**config.mk**
```make
export PLATFORM = sky130hd
export DESIGN_NAME = bresenham_line_rasterizer_core
export DESIGN_NICKNAME = d
export VERILOG_FILES = /design/src/sv/blr_pkg.sv /design/src/sv/blr_front.sv /design/src/sv/blr_queue.sv /design/src/sv/blr_back.sv /design/src/sv/bresenham_line_rasterizer_core.sv
export SDC_FILE = /design/constraint.sdc
export NUM_CORES = 2
export LEC_CHECK = 0
export ABC_AREA = 1
export BUFFER_PORTS_ARGS = -buffer_cell sky130_fd_sc_hd__buf_2
export CAP_MARGIN = 5
export CORE_MARGIN = 3
export CORE_UTILIZATION = 45
export DETAILED_ROUTE_END_ITERATION = 6
export MAX_ROUTING_LAYER = met4
export SKIP_LAST_GASP = 1
export SLEW_MARGIN = 5
export SYNTH_ARGS = -nofsm -noshare
export SYNTH_HDL_FRONTEND = slang
export SYNTH_SLANG_ARGS = --single-unit
```
**constraint.sdc**
```tcl
create_clock -name clk -period 18.6 [get_ports clk]
set_input_delay 0 -clock clk [delete_from_list [all_inputs] [get_ports clk]]
set_output_delay 0 -clock clk [all_outputs]
set_load 0.05 [all_outputs]
```
**src/sv/blr_pkg.sv**
```systemverilog
`default_nettype none
package blr_pkg;

  localparam int COORD_BITS  = 16;
  localparam int DIM_BITS    = 12;
  localparam int CFG_BITS    = 13;
  localparam int COLOUR_BITS = 8;
  localparam int INDEX_BITS  = 24;

  // coordinate difference and error term widths
  localparam int DELTA_BITS = COORD_BITS + 1;
  localparam int ERR_BITS   = COORD_BITS + 3;

  // clamped frame size, compare width and index product width
  localparam int DIM_W  = (CFG_BITS > DIM_BITS + 1) ? CFG_BITS : DIM_BITS + 1;
  localparam int CMP_W  = (COORD_BITS > DIM_W) ? COORD_BITS : DIM_W;
  localparam int PROD_W = (DIM_BITS + DIM_W > INDEX_BITS) ? DIM_BITS + DIM_W : INDEX_BITS;
  localparam logic [DIM_W-1:0] DIM_LIMIT = DIM_W'(1) << DIM_BITS;

  localparam int QUEUE_DEPTH = 4;
  localparam int QPTR_W      = $clog2(QUEUE_DEPTH);
  localparam int QCNT_W      = $clog2(QUEUE_DEPTH + 1);

  // request kinds
  localparam logic REQ_START = 1'b0;
  localparam logic REQ_STEP  = 1'b1;

  // configuration register indexes
  localparam logic CFG_FRAME_WIDTH  = 1'b0;
  localparam logic CFG_FRAME_HEIGHT = 1'b1;

  localparam logic [CFG_BITS-1:0] FRAME_WIDTH_RST  = CFG_BITS'(640);
  localparam logic [CFG_BITS-1:0] FRAME_HEIGHT_RST = CFG_BITS'(480);

  typedef logic signed [COORD_BITS-1:0] coord_t;
  typedef logic signed [ERR_BITS-1:0]   err_t;

  typedef struct packed {
    logic                   req_type;
    coord_t                 x_start;
    coord_t                 y_start;
    coord_t                 x_end;
    coord_t                 y_end;
    logic [COLOUR_BITS-1:0] red_in;
    logic [COLOUR_BITS-1:0] green_in;
    logic [COLOUR_BITS-1:0] blue_in;
  } req_t;

  typedef struct packed {
    logic                   pixel_valid;
    coord_t                 pixel_x;
    coord_t                 pixel_y;
    logic                   in_frame;
    logic [INDEX_BITS-1:0]  pixel_index;
    logic [COLOUR_BITS-1:0] red_out;
    logic [COLOUR_BITS-1:0] green_out;
    logic [COLOUR_BITS-1:0] blue_out;
    logic                   last_pixel;
  } res_t;

  typedef struct packed {
    logic [COLOUR_BITS-1:0] red;
    logic [COLOUR_BITS-1:0] green;
    logic [COLOUR_BITS-1:0] blue;
  } colour_t;

  // decoded command handed from front to back
  typedef struct packed {
    logic    is_start;
    logic    x_major;
    logic    minor_up;
    coord_t  cur_x;
    coord_t  cur_y;
    coord_t  major_end;
    err_t    err;
    err_t    err_straight;
    err_t    err_diag;
    colour_t colour;
  } cmd_t;

  // stepped pixel, before frame test and index
  typedef struct packed {
    logic    pixel_valid;
    coord_t  x;
    coord_t  y;
    logic    last;
    colour_t colour;
  } pix_t;

endpackage
`default_nettype wire

```
**src/sv/blr_front.sv**
```systemverilog
`default_nettype none
module blr_front
  import blr_pkg::*;
(
  input  logic clk,
  input  logic rst,
  input  logic req_valid,
  output logic req_stall,
  input  req_t req_data,
  output logic cmd_valid,
  input  logic cmd_full,
  output cmd_t cmd
);

  logic                           f_vld;
  logic                           f_start;
  coord_t                         f_x1, f_y1, f_x2, f_y2;
  logic signed [DELTA_BITS-1:0]   f_dx, f_dy;
  colour_t                        f_colour;

  logic                  accept;
  logic [DELTA_BITS-1:0] adx, ady;
  err_t                  two_adx, two_ady, err_x, err_y;
  logic                  x_major, fwd;

  assign req_stall = f_vld && cmd_full;
  assign accept    = req_valid && !req_stall;
  assign cmd_valid = f_vld;

  always_ff @(posedge clk) begin
    if (rst) begin
      f_vld <= 1'b0;
    end else if (!req_stall) begin
      f_vld <= req_valid;
    end
  end

  always_ff @(posedge clk) begin
    if (accept) begin
      f_start  <= (req_data.req_type == REQ_START);
      f_x1     <= req_data.x_start;
      f_y1     <= req_data.y_start;
      f_x2     <= req_data.x_end;
      f_y2     <= req_data.y_end;
      f_dx     <= $signed({req_data.x_end[COORD_BITS-1], req_data.x_end})
                - $signed({req_data.x_start[COORD_BITS-1], req_data.x_start});
      f_dy     <= $signed({req_data.y_end[COORD_BITS-1], req_data.y_end})
                - $signed({req_data.y_start[COORD_BITS-1], req_data.y_start});
      f_colour <= '{red: req_data.red_in, green: req_data.green_in, blue: req_data.blue_in};
    end
  end

  // setup of the error term and start point
  always_comb begin
    adx     = f_dx[DELTA_BITS-1] ? DELTA_BITS'(-f_dx) : DELTA_BITS'(f_dx);
    ady     = f_dy[DELTA_BITS-1] ? DELTA_BITS'(-f_dy) : DELTA_BITS'(f_dy);
    two_adx = $signed({1'b0, adx, 1'b0});
    two_ady = $signed({1'b0, ady, 1'b0});
    err_x   = $signed({1'b0, ady, 1'b0}) - $signed({2'b00, adx});
    err_y   = $signed({1'b0, adx, 1'b0}) - $signed({2'b00, ady});
    x_major = (ady <= adx);
    fwd     = x_major ? !f_dx[DELTA_BITS-1] : !f_dy[DELTA_BITS-1];

    cmd.is_start  = f_start;
    cmd.x_major   = x_major;
    cmd.minor_up  = (f_dx[DELTA_BITS-1] && f_dy[DELTA_BITS-1])
                 || (!f_dx[DELTA_BITS-1] && f_dx != '0 && !f_dy[DELTA_BITS-1] && f_dy != '0);
    cmd.cur_x     = fwd ? f_x1 : f_x2;
    cmd.cur_y     = fwd ? f_y1 : f_y2;
    if (x_major) begin
      cmd.major_end    = fwd ? f_x2 : f_x1;
      cmd.err          = err_x;
      cmd.err_straight = two_ady;
      cmd.err_diag     = two_ady - two_adx;
    end else begin
      cmd.major_end    = fwd ? f_y2 : f_y1;
      cmd.err          = err_y;
      cmd.err_straight = two_adx;
      cmd.err_diag     = two_adx - two_ady;
    end
    cmd.colour = f_colour;
  end

endmodule
`default_nettype wire

```
**src/sv/blr_queue.sv**
```systemverilog
`default_nettype none
module blr_queue
  import blr_pkg::*;
(
  input  logic clk,
  input  logic rst,
  input  logic push_valid,
  input  cmd_t push_data,
  output logic full,
  input  logic pop,
  output logic pop_valid,
  output cmd_t pop_data
);

  cmd_t              entries [QUEUE_DEPTH];
  logic [QPTR_W-1:0] wr_ptr, rd_ptr;
  logic [QCNT_W-1:0] count;
  logic              do_push, do_pop;

  assign full      = (count == QCNT_W'(QUEUE_DEPTH));
  assign pop_valid = (count != '0);
  assign pop_data  = entries[rd_ptr];
  assign do_push   = push_valid && !full;
  assign do_pop    = pop && pop_valid;

  always_ff @(posedge clk) begin
    if (rst) begin
      wr_ptr <= '0;
      rd_ptr <= '0;
      count  <= '0;
    end else begin
      if (do_push) begin
        wr_ptr <= (wr_ptr == QPTR_W'(QUEUE_DEPTH - 1)) ? '0 : wr_ptr + QPTR_W'(1);
      end
      if (do_pop) begin
        rd_ptr <= (rd_ptr == QPTR_W'(QUEUE_DEPTH - 1)) ? '0 : rd_ptr + QPTR_W'(1);
      end
      if (do_push && !do_pop) begin
        count <= count + QCNT_W'(1);
      end else if (do_pop && !do_push) begin
        count <= count - QCNT_W'(1);
      end
    end
  end

  always_ff @(posedge clk) begin
    if (do_push) begin
      entries[wr_ptr] <= push_data;
    end
  end

endmodule
`default_nettype wire

```
**src/sv/blr_back.sv**
```systemverilog
`default_nettype none
module blr_back
  import blr_pkg::*;
(
  input  logic                clk,
  input  logic                rst,
  input  logic                q_valid,
  input  cmd_t                q_data,
  output logic                q_pop,
  input  logic [CFG_BITS-1:0] frame_width,
  input  logic [CFG_BITS-1:0] frame_height,
  output logic                res_valid,
  input  logic                res_stall,
  output res_t                res_data
);

  // line state
  coord_t  cur_x, cur_y, major_end;
  err_t    err, err_straight, err_diag;
  logic    x_major, minor_up, first_pending, line_active;
  colour_t colour;

  // step stage
  logic a_vld;
  pix_t a_pix;

  logic   out_ready, a_ready;
  coord_t nx, ny, major;
  err_t   nerr;
  logic   diag, last;

  logic [DIM_W-1:0]  w_c, h_c;
  logic [CMP_W-1:0]  x_ext, y_ext;
  logic              in_view;
  logic [PROD_W-1:0] idx_sum;
  res_t              res_next;

  assign out_ready = !res_valid || !res_stall;
  assign a_ready   = !a_vld || out_ready;
  assign q_pop     = q_valid && a_ready;

  // next pixel of the active line
  always_comb begin
    nx   = cur_x;
    ny   = cur_y;
    nerr = err;
    diag = x_major ? !err[ERR_BITS-1] : (!err[ERR_BITS-1] && err != '0);
    if (!first_pending) begin
      if (x_major) begin
        nx = cur_x + COORD_BITS'(1);
        if (diag) begin
          ny = minor_up ? cur_y + COORD_BITS'(1) : cur_y - COORD_BITS'(1);
        end
      end else begin
        ny = cur_y + COORD_BITS'(1);
        if (diag) begin
          nx = minor_up ? cur_x + COORD_BITS'(1) : cur_x - COORD_BITS'(1);
        end
      end
      nerr = diag ? err + err_diag : err + err_straight;
    end
    major = x_major ? nx : ny;
    last  = (major >= major_end);
  end

  always_ff @(posedge clk) begin
    if (rst) begin
      a_vld         <= 1'b0;
      line_active   <= 1'b0;
      first_pending <= 1'b0;
    end else begin
      if (a_ready) begin
        a_vld <= q_valid;
      end
      if (q_pop) begin
        if (q_data.is_start) begin
          line_active   <= 1'b1;
          first_pending <= 1'b1;
        end else if (line_active) begin
          first_pending <= 1'b0;
          line_active   <= !last;
        end
      end
    end
  end

  always_ff @(posedge clk) begin
    if (q_pop) begin
      if (q_data.is_start) begin
        a_pix        <= '0;
        cur_x        <= q_data.cur_x;
        cur_y        <= q_data.cur_y;
        major_end    <= q_data.major_end;
        err          <= q_data.err;
        err_straight <= q_data.err_straight;
        err_diag     <= q_data.err_diag;
        x_major      <= q_data.x_major;
        minor_up     <= q_data.minor_up;
        colour       <= q_data.colour;
      end else if (line_active) begin
        cur_x <= nx;
        cur_y <= ny;
        err   <= nerr;
        a_pix <= '{pixel_valid: 1'b1, x: nx, y: ny, last: last, colour: colour};
      end else begin
        a_pix <= '0;
      end
    end
  end

  // frame test and framebuffer index
  always_comb begin
    w_c     = (DIM_W'(frame_width) > DIM_LIMIT) ? DIM_LIMIT : DIM_W'(frame_width);
    h_c     = (DIM_W'(frame_height) > DIM_LIMIT) ? DIM_LIMIT : DIM_W'(frame_height);
    x_ext   = CMP_W'($unsigned(a_pix.x));
    y_ext   = CMP_W'($unsigned(a_pix.y));
    in_view = a_pix.pixel_valid
           && !a_pix.x[COORD_BITS-1] && (x_ext < CMP_W'(w_c))
           && !a_pix.y[COORD_BITS-1] && (y_ext < CMP_W'(h_c));
    idx_sum = PROD_W'(y_ext[DIM_BITS-1:0]) * PROD_W'(w_c)
            + PROD_W'(x_ext[DIM_BITS-1:0]);

    res_next.pixel_valid = a_pix.pixel_valid;
    res_next.pixel_x     = a_pix.x;
    res_next.pixel_y     = a_pix.y;
    res_next.in_frame    = in_view;
    res_next.pixel_index = in_view ? INDEX_BITS'(idx_sum) : '0;
    res_next.red_out     = a_pix.colour.red;
    res_next.green_out   = a_pix.colour.green;
    res_next.blue_out    = a_pix.colour.blue;
    res_next.last_pixel  = a_pix.last;
  end

  always_ff @(posedge clk) begin
    if (rst) begin
      res_valid <= 1'b0;
    end else if (out_ready) begin
      res_valid <= a_vld;
    end
  end

  always_ff @(posedge clk) begin
    if (out_ready && a_vld) begin
      res_data <= res_next;
    end
  end

endmodule
`default_nettype wire

```
**src/sv/bresenham_line_rasterizer_core.sv**
```systemverilog
// Bresenham line rasterizer: one result transaction for every request transaction.
// Request channel (req_valid / req_stall / req_data): req_type start loads the
// endpoints and colour and returns an all-zero result; req_type step returns the
// next pixel of the line, or an all-zero result when no line is active.
// Pixels run from the endpoint with the lower major coordinate; last_pixel
// marks the end, after which steps return zero results until the next start.
// Pixels off the frame keep in_frame low and pixel_index zero.
// Config port: cfg_write with cfg_index selects frame_width (0) or frame_height
// (1); write only while no transaction is in flight.
// A request is registered in the front register, then passes the command queue,
// the step register and the output register before its result is presented.
// Throughput: one transaction per clock while nothing stalls; the step register
// updates the error term per step; the index multiply sits in the output stage.
// A four-entry command queue lets the front keep taking requests while the
// result side is stalled; req_stall rises only once the queue is full.
// While res_valid is high, res_stall holds the output register and all behind it.
// Reset (rst, synchronous) empties the pipeline, drops any active line and
// restores the frame size to 640 x 480.
`default_nettype none
module bresenham_line_rasterizer_core
  import blr_pkg::*;
(
  input  logic                clk,
  input  logic                rst,
  input  logic                req_valid,
  output logic                req_stall,
  input  req_t                req_data,
  output logic                res_valid,
  input  logic                res_stall,
  output res_t                res_data,
  input  logic                cfg_write,
  input  logic                cfg_index,
  input  logic [CFG_BITS-1:0] cfg_data
);

  logic [CFG_BITS-1:0] frame_width;
  logic [CFG_BITS-1:0] frame_height;

  // front to queue
  logic cmd_valid, cmd_full;
  cmd_t cmd;

  // queue to back
  logic q_valid, q_pop;
  cmd_t q_data;

  // frame size registers
  always_ff @(posedge clk) begin
    if (rst) begin
      frame_width  <= FRAME_WIDTH_RST;
      frame_height <= FRAME_HEIGHT_RST;
    end else if (cfg_write) begin
      unique case (cfg_index)
        CFG_FRAME_WIDTH:  frame_width  <= cfg_data;
        CFG_FRAME_HEIGHT: frame_height <= cfg_data;
        default:          frame_width  <= frame_width;
      endcase
    end
  end

  // decode and line setup
  blr_front u_front (
    .clk       (clk),
    .rst       (rst),
    .req_valid (req_valid),
    .req_stall (req_stall),
    .req_data  (req_data),
    .cmd_valid (cmd_valid),
    .cmd_full  (cmd_full),
    .cmd       (cmd)
  );

  // decouples setup from stepping
  blr_queue u_queue (
    .clk        (clk),
    .rst        (rst),
    .push_valid (cmd_valid),
    .push_data  (cmd),
    .full       (cmd_full),
    .pop        (q_pop),
    .pop_valid  (q_valid),
    .pop_data   (q_data)
  );

  // line state, stepping, frame test and output register
  blr_back u_back (
    .clk          (clk),
    .rst          (rst),
    .q_valid      (q_valid),
    .q_data       (q_data),
    .q_pop        (q_pop),
    .frame_width  (frame_width),
    .frame_height (frame_height),
    .res_valid    (res_valid),
    .res_stall    (res_stall),
    .res_data     (res_data)
  );

endmodule
`default_nettype wire
```
# After elaboration in Yosys (flattened, before gate mapping)
# Memory sizes are Yosys's and may differ from the RTL's. A register that Yosys moved wholly into a read port is not among the register bits.
# Cells that the tools add are included.
[word_totals] ramBits=528 reg_bits=433 n_memories=1 word_cells=167 inputBits=108 out_inout_bits=85
[classes] n_mux=41 mul=1 n_bitwise=3 n_eq_ne=4 n_addsub=19 magnitude_cmp=6 n_reduce_logical=45
[memory_table] name="u_queue.entries" depth=4 width=132 rd=1 rd_ports_with_merged_regs=1 wr=1 line_no="blr_queue.sv:15" rtl="cmd_t entries [QUEUE_DEPTH];"
[op_table] cell="$mux W16" count=17
[op_table] cell="$mux W19" count=4
[op_table] cell="$mux W73" count=1
[op_table] cell="$mux W58" count=1
[op_table] cell="$add A19 B19 Y19" count=2
[op_table] cell="$sub A18 B17 Y19" count=2
[op_table] cell="$sub A18 B18 Y19" count=2
[op_table] cell="$mux W17" count=2
[op_table] cell="$neg A17 Y17" count=2
[op_table] cell="$reduce_bool A17 Y1" count=2
[op_table] cell="$sub A16 B16 Y17" count=2
[op_table] cell="$add A16 B2 Y16 const B" count=2
[op_table] cell="$lt A16 B13 Y1" count=2
[op_table] cell="$sub A16 B2 Y16 const B" count=2
[op_table] cell="$gt A13 B13 Y1 const B" count=2
[op_table] cell="$mux W13" count=2
[op_table] cell="$add A24 B12 Y24" count=1
[op_table] cell="$mul A12 B13 Y24" count=1
[op_table] cell="$reduce_bool A19 Y1" count=1
[op_table] cell="$le A17 B17 Y1" count=1
[op_table] cell="$logic_and A1 B1 Y1" count=17
[op_table] cell="$ge A16 B16 Y1" count=1
[op_table] cell="$logic_not A1 Y1" count=13
[op_table] cell="$mux W1" count=8
[op_table] cell="other kinds (15)" count=29

# Depth between registers and ports, before layout
[depth] ltp_word=11 depth_mapped=30 ltp_nobuf=30

# Modules after synthesis
# A second synthesis with hierarchy kept.
[hier_totals] hier_cells=5291 area_unflattened_um2=52346.5
[modules_own_cells] module="blr_back" seq_area_each_um2=8247.9 area_per_inst_um2=20056.7 cells_per_inst=2290 instances=1
[modules_own_cells] module="blr_queue" seq_area_each_um2=16035.4 area_per_inst_um2=19941.6 cells_per_inst=1346 instances=1
[modules_own_cells] module="blr_front" seq_area_each_um2=3713.6 area_per_inst_um2=11323.4 cells_per_inst=1514 instances=1
[modules_own_cells] module="bresenham_line_rasterizer_core" seq_area_each_um2=520.5 area_per_inst_um2=1024.7 cells_per_inst=141 instances=1

# Least setup slack after synthesis
# No wires, ideal clock.
[synth_path] kind="register to register" start="register u_queue.count[0]" end="memory u_queue.entries[0][0] (netlist bit), enable pin" synth_period_minus_slack_ns=6.642 t_required_ns=17.981 path_stages_with_launch=5 arrival_time_ns=6.022 setup_slack_ns=11.958 setup_time_ns=0.619 n_path_buf=0 path_cell_list="dfxtp_1 inv_1 nand3_1 nand2_1 nor2_1"
[synth_via] elab_chain_len=5
[synth_rtl] element="start: declaration" line_no="blr_queue.sv:17" rtl="logic [QCNT_W-1:0] count;"
[synth_rtl] element="start signal: assignment" line_no="blr_queue.sv:39" rtl="count <= count + QCNT_W'(1);"
[synth_rtl] element="start signal: assignment" line_no="blr_queue.sv:41" rtl="count <= count - QCNT_W'(1);"
[synth_rtl] element="$eq A3 B3 Y1" line_no="blr_queue.sv:20" rtl="assign full = (count == QCNT_W'(QUEUE_DEPTH));"
[synth_rtl] element="$logic_not A1 Y1" line_no="blr_queue.sv:23" rtl="assign do_push = push_valid && !full;"
[synth_rtl] element="$logic_and A1 B1 Y1" line_no="blr_queue.sv:23"
[synth_rtl] element="$mux W1" line_no="blr_queue.sv:47" rtl="if (do_push) begin"
[synth_rtl] element="$mux W1 (not written as such)" line_no="blr_queue.sv:48" rtl="entries[wr_ptr] <= push_data;"
[synth_rtl] element="end: declaration" line_no="blr_queue.sv:15"
# Every way passes these cells.

# Worst setup path in the final report
[layout_path] start="register frame_width[0]" end="register u_back.res_data[46] (netlist name)"
[layout_via] elab_chain_len=6 elab_cells_between_ends=8 classes_between="1 x add/sub; 1 x mul; 2 x order compare; 1 x mux; 3 x reduce/logical"
[layout_rtl] element="start: declaration" line_no="bresenham_line_rasterizer_core.sv:36" rtl="logic [CFG_BITS-1:0] frame_width;"
[layout_rtl] element="start signal: assignment" line_no="bresenham_line_rasterizer_core.sv:54" rtl="CFG_FRAME_WIDTH: frame_width <= cfg_data;"
[layout_rtl] element="start signal: assignment" line_no="bresenham_line_rasterizer_core.sv:56" rtl="default: frame_width <= frame_width;"
[layout_rtl] element="$gt A13 B13 Y1" line_no="blr_back.sv:113" rtl="w_c = (DIM_W'(frame_width) > DIM_LIMIT) ? DIM_LIMIT : DIM_W'(frame_width);"
[layout_rtl] element="$mux W13 (*)" line_no="blr_back.sv:113"
[layout_rtl] element="branches (longest 4 deep; another with $mul A12 B13 Y24)"
# Mark *: on every way between the ends.
# A chain may end at the register's enable or synchronous reset.

==> flow_summary_export.csv <==
group,metric,value,unit
timing,whs,42.21,ps
flow_run,drv_cap,0,
timing,rsz0062_at_grt,"false",
cts,hold_buffers,145,
timing,hold_viol,0,
grt,grt_start_max_net_pins,201,
power,p_comb_share,48.1,%
critical_path,end_kind,"flop",
drt,wl_per_cell,19.76,microns
placed_design,dp_hpwl,94480,microns
die,core-area,111600,sq um
critical_path,cpMaxStageDelayCell,"nor2_1",
cts,cts_buffers,100,
timing,fmax,152.0,MHz
power,netSwitchingFraction,45.07,%
grt,grt_overflow,0,
critical_path,cp_max_fo,10,
final_layout,area_growth,13.60,%
grt,grt_pass1_wl,211300,microns
final_layout,fillers,10010,
drt,via_count,36990,
critical_path,cp-start-kind,"flop",
logic_synthesis,yosysWarnings,0,
final_layout,post_route_cells_drive_above_1_share,7.563,%
grt,grt_pass1_vias,35710,
timing,period_minus_slack,6579,ps
logic_synthesis,syn_nets,5623,
min_path,min_path_type,"in -> reg",
grt,antenna_found_initial,1,
logic_synthesis,synthFlopType,"edfxtp_1",
logic_synthesis,synth_cell_types,60,
power,switching_power,4782,uW
cts,cts_buffer_depth,3,
critical_path,worstSetupPathType,"reg -> reg",
cts,cts.sinks,948,
cts,cts_resized,0,
cts,cts_tree,"built",
timing,fin_skew,47.14,ps
drt,drc,0,
cts,path_clk_slew,60,ps
die,io_pins,193,
die,start_util,45.78,%
logic_synthesis,syn_avg_cell_area,9.915,sq um
cts,cts_setup_buffers,0,
critical_path,reg2reg_slack,12020,ps
timing,fin_setup_tns,0,ps
logic_synthesis,syn_inst,5152,
logic_synthesis,postSynth.asyncResetShare,0,%
die,floorplan.die.height,342.9,microns
cts,cts_root_buf,"clkbuf_16",
timing,worst_slew_pin_slew,1136,ps
final_layout,nets,5881,
critical_path,slowest_delay,590,ps
logic_synthesis,yosysSeqAreaShare,54.95,%
power,pwr-share-seq,33.3,%
cts,clock_latency,710,ps
drt,avgViaCountPerCell,5.301,
timing,slew_violations,0,
placed_design,portBuffers,192,
critical_path,cp.required,19000,ps
drt,postRouteAntennaNets,0,
die,rows,122,
power,p_per_area,182.8,nW/um^2
grt,grtUsageTotal,24.10,%
drt,firstDrtPassIters,7,
logic_synthesis,synth_edf_count,908,
placed_design,gp_congestion,0.9483,
die,die-area,117600,sq um
die,die_w,342.9,microns
timing,fin_crit_sh,35.37,%
power,p_leak,0.02411,uW
power,internal-power,5827,uW
critical_path,critPathMostFrequentCell,"nor2_1",
timing,slew_headroom,24.09,%
logic_synthesis,synth_seq_cells,948,
drt,drtIter0Drc,2985,
status,status,"complete, no violations",
power,pwr-share-clk,18.6,%
cts,cts-htree-levels,3,
timing,finalSetupViolCount,0,
logic_synthesis,netlist_area,51080,sq um
power,vdd_drop_max,98.26,uV
critical_path,cp.arrival,6980,ps
drt,drt-total-wl,137900,microns
-- sequential cells by signal, summed over array words and instances, names as in the netlist, 13 cells and up, named ones only --
register	cells
u_front.f_dy	17
u_front.f_y1	16
u_back.err_straight	17
u_back.a_pix	26
u_back.err_diag	18
u_back.x_ext	16
u_front.f_x2	16
u_front.cmd	24
frame_width	13
u_back.major_end	16
u_front.f_y2	16
u_front.f_dx	17
u_queue.entries	516
u_back.err	19
u_front.f_x1	16
u_back.y_ext	16
frame_height	13
u_back.cur_y	16
u_back.colour	24
u_back.cur_x	16
u_back.res_data	83
-- critical path: cells and delay by family (launching register included) --
kind	cells	cell delay, ps
flip-flops	1	330
AND/OR/NAND/NOR	14	2020
AO/OA/AOI/OAI	3	670
buffers and inverters	6	640
adder cells (fa/ha/maj)	6	2600
-- logic make-up (layout without fill, tap and decap cells) --
group | after synthesis | in the layout | synth area share (%)
and+or+nand+nor | 1954 | 1954 | 15.52
DFF | 948 | 948 | 54.95
AOI/OAI and AO/OA | 920 | 920 | 9.795
buffers and inverters | 807 | 1142 | 6.226
adders and majority gates | 363 | 363 | 10.77
xor gates and xnor gates | 160 | 160 | 2.743
other | 0 | 4 | 0
-- final timing paths --
| path | cells past startpoint | startpoint | end |
|---|---|---|---|
| max | 29 | frame_width[0] | u_back.res_data[46] |
| min | 2 | req_data[34] | u_front.f_y2[10] |
| max reg2reg | 29 | frame_width[0] | u_back.res_data[46] |
| min reg2reg | 0 | u_back.a_pix[20] | u_back.res_data[21] |
-- cell type report --
| cell class | instances | area, sq um | area share (%) |
|---|---|---|---|
| sequential | 948 | 28070 | 48.38 |
| tap | 1488 | 1862 | 3.208 |
| timing repair buffer | 363 | 2658 | 4.580 |
| clock buffer | 121 | 2581 | 4.448 |
| inverter | 600 | 2267 | 3.907 |
| multi-input combinational | 3397 | 19900 | 34.29 |
| antenna | 4 | 10.01 | 0.01725 |
| clock inverter | 58 | 676.9 | 1.166 |
-- power by group through the flow --
stage	combinational, uW	sequential [uW]	clock, uW
2_1_floorplan	3490	3590	0
3_3_place_gp	5020	3570	0
3_5_place_dp	5060	3570	0
4_1_cts	5110	3530	2010
5_1_grt	5750	3580	2100
6_report	5110	3530	1970
-- cell usage after synthesis, drive strengths merged (2+ instances only) --
cell,n,area [sq um]
clkinv,4,15.01
fa,128,2562
xor2,121,1060
a31oi,18,112.6
clkbuf,133,503.0
a21oi,214,1079
nor3b,2,15.01
a32oi,3,26.28
a21boi,13,97.60
o21a,4,30.03
nor2,641,2424
dfxtp,40,800.8
nor4,10,62.56
edfxtp,908,27270
nand4,30,187.7
nand3b,9,67.56
o2111ai,2,17.52
and3,2,12.51
o21bai,13,97.59
or2,9,56.31
inv,596,2240
o31ai,6,45.04
and2,5,31.28
xnor2,39,341.6
a21o,10,75.07
nand2,1023,3892
o21ai,493,2490
o22ai,125,782.0
nand3,187,965.9
buf,74,422.9
ha,235,2940
nor3,36,211.5
a211oi,5,37.54
o211ai,8,60.06
-- cells in the final DEF (no fill, tap or decap), types with 6 or more instances in the layout --
master,synthesis,routed
clkbuf_1,130,21
o31ai_1,6,6
o21ai_1,31,31
nand4_1,30,30
nor2_4,2,8
o211ai_1,8,8
o21ai_2,6,7
o21bai_1,13,13
a21boi_0,12,12
edfxtp_1,908,908
o22ai_1,125,125
nand2_1,1012,1012
nor3_1,31,31
buf_4,6,22
bufinv_16,0,9
clkbuf_16,0,100
clkinv_2,0,13
xor2_1,121,121
clkinv_1,4,22
nor2_1,638,632
or2_2,8,8
fa_1,128,128
a21o_1,10,10
a31oi_1,18,18
nand3b_1,9,9
ha_1,235,235
nand2_2,6,6
o21ai_0,456,455
inv_2,4,6
buf_2,44,192
nor4_1,10,10
inv_1,591,587
xnor2_1,39,39
dlygate4sd3_1,0,145
nand3_1,184,184
dfxtp_1,40,38
a21oi_1,212,212
-- routing by layer --
metal	global-route usage [%]	share of wire, %
met1	32.76	45
met2	38.12	47
met3	3.339	6.0
met4	6.623	2.7
met5	-	0
-- stage by stage --
| step | utilization (%) | total power (uW) | instances | setup WS (ps) | instance area, sq um |
|---|---|---|---|---|---|
| 2_1_floorplan | - | 7084 | 5152 | 11960 | 51080 |
| 3_3_place_gp | 47.78 | 8590 | 6651 | 12110 | 53310 |
| 3_5_place_dp | 47.78 | 8636 | 6651 | 12050 | 53310 |
| 4_1_cts | 52.00 | 10650 | 6975 | 12030 | 58020 |
| 5_1_grt | 52.00 | 11430 | 6976 | 11380 | 58020 |
| 6_report | 52.01 | 10610 | 6979 | 12020 | 58030 |
Note: power is estimated with default switching activity, not from simulation.
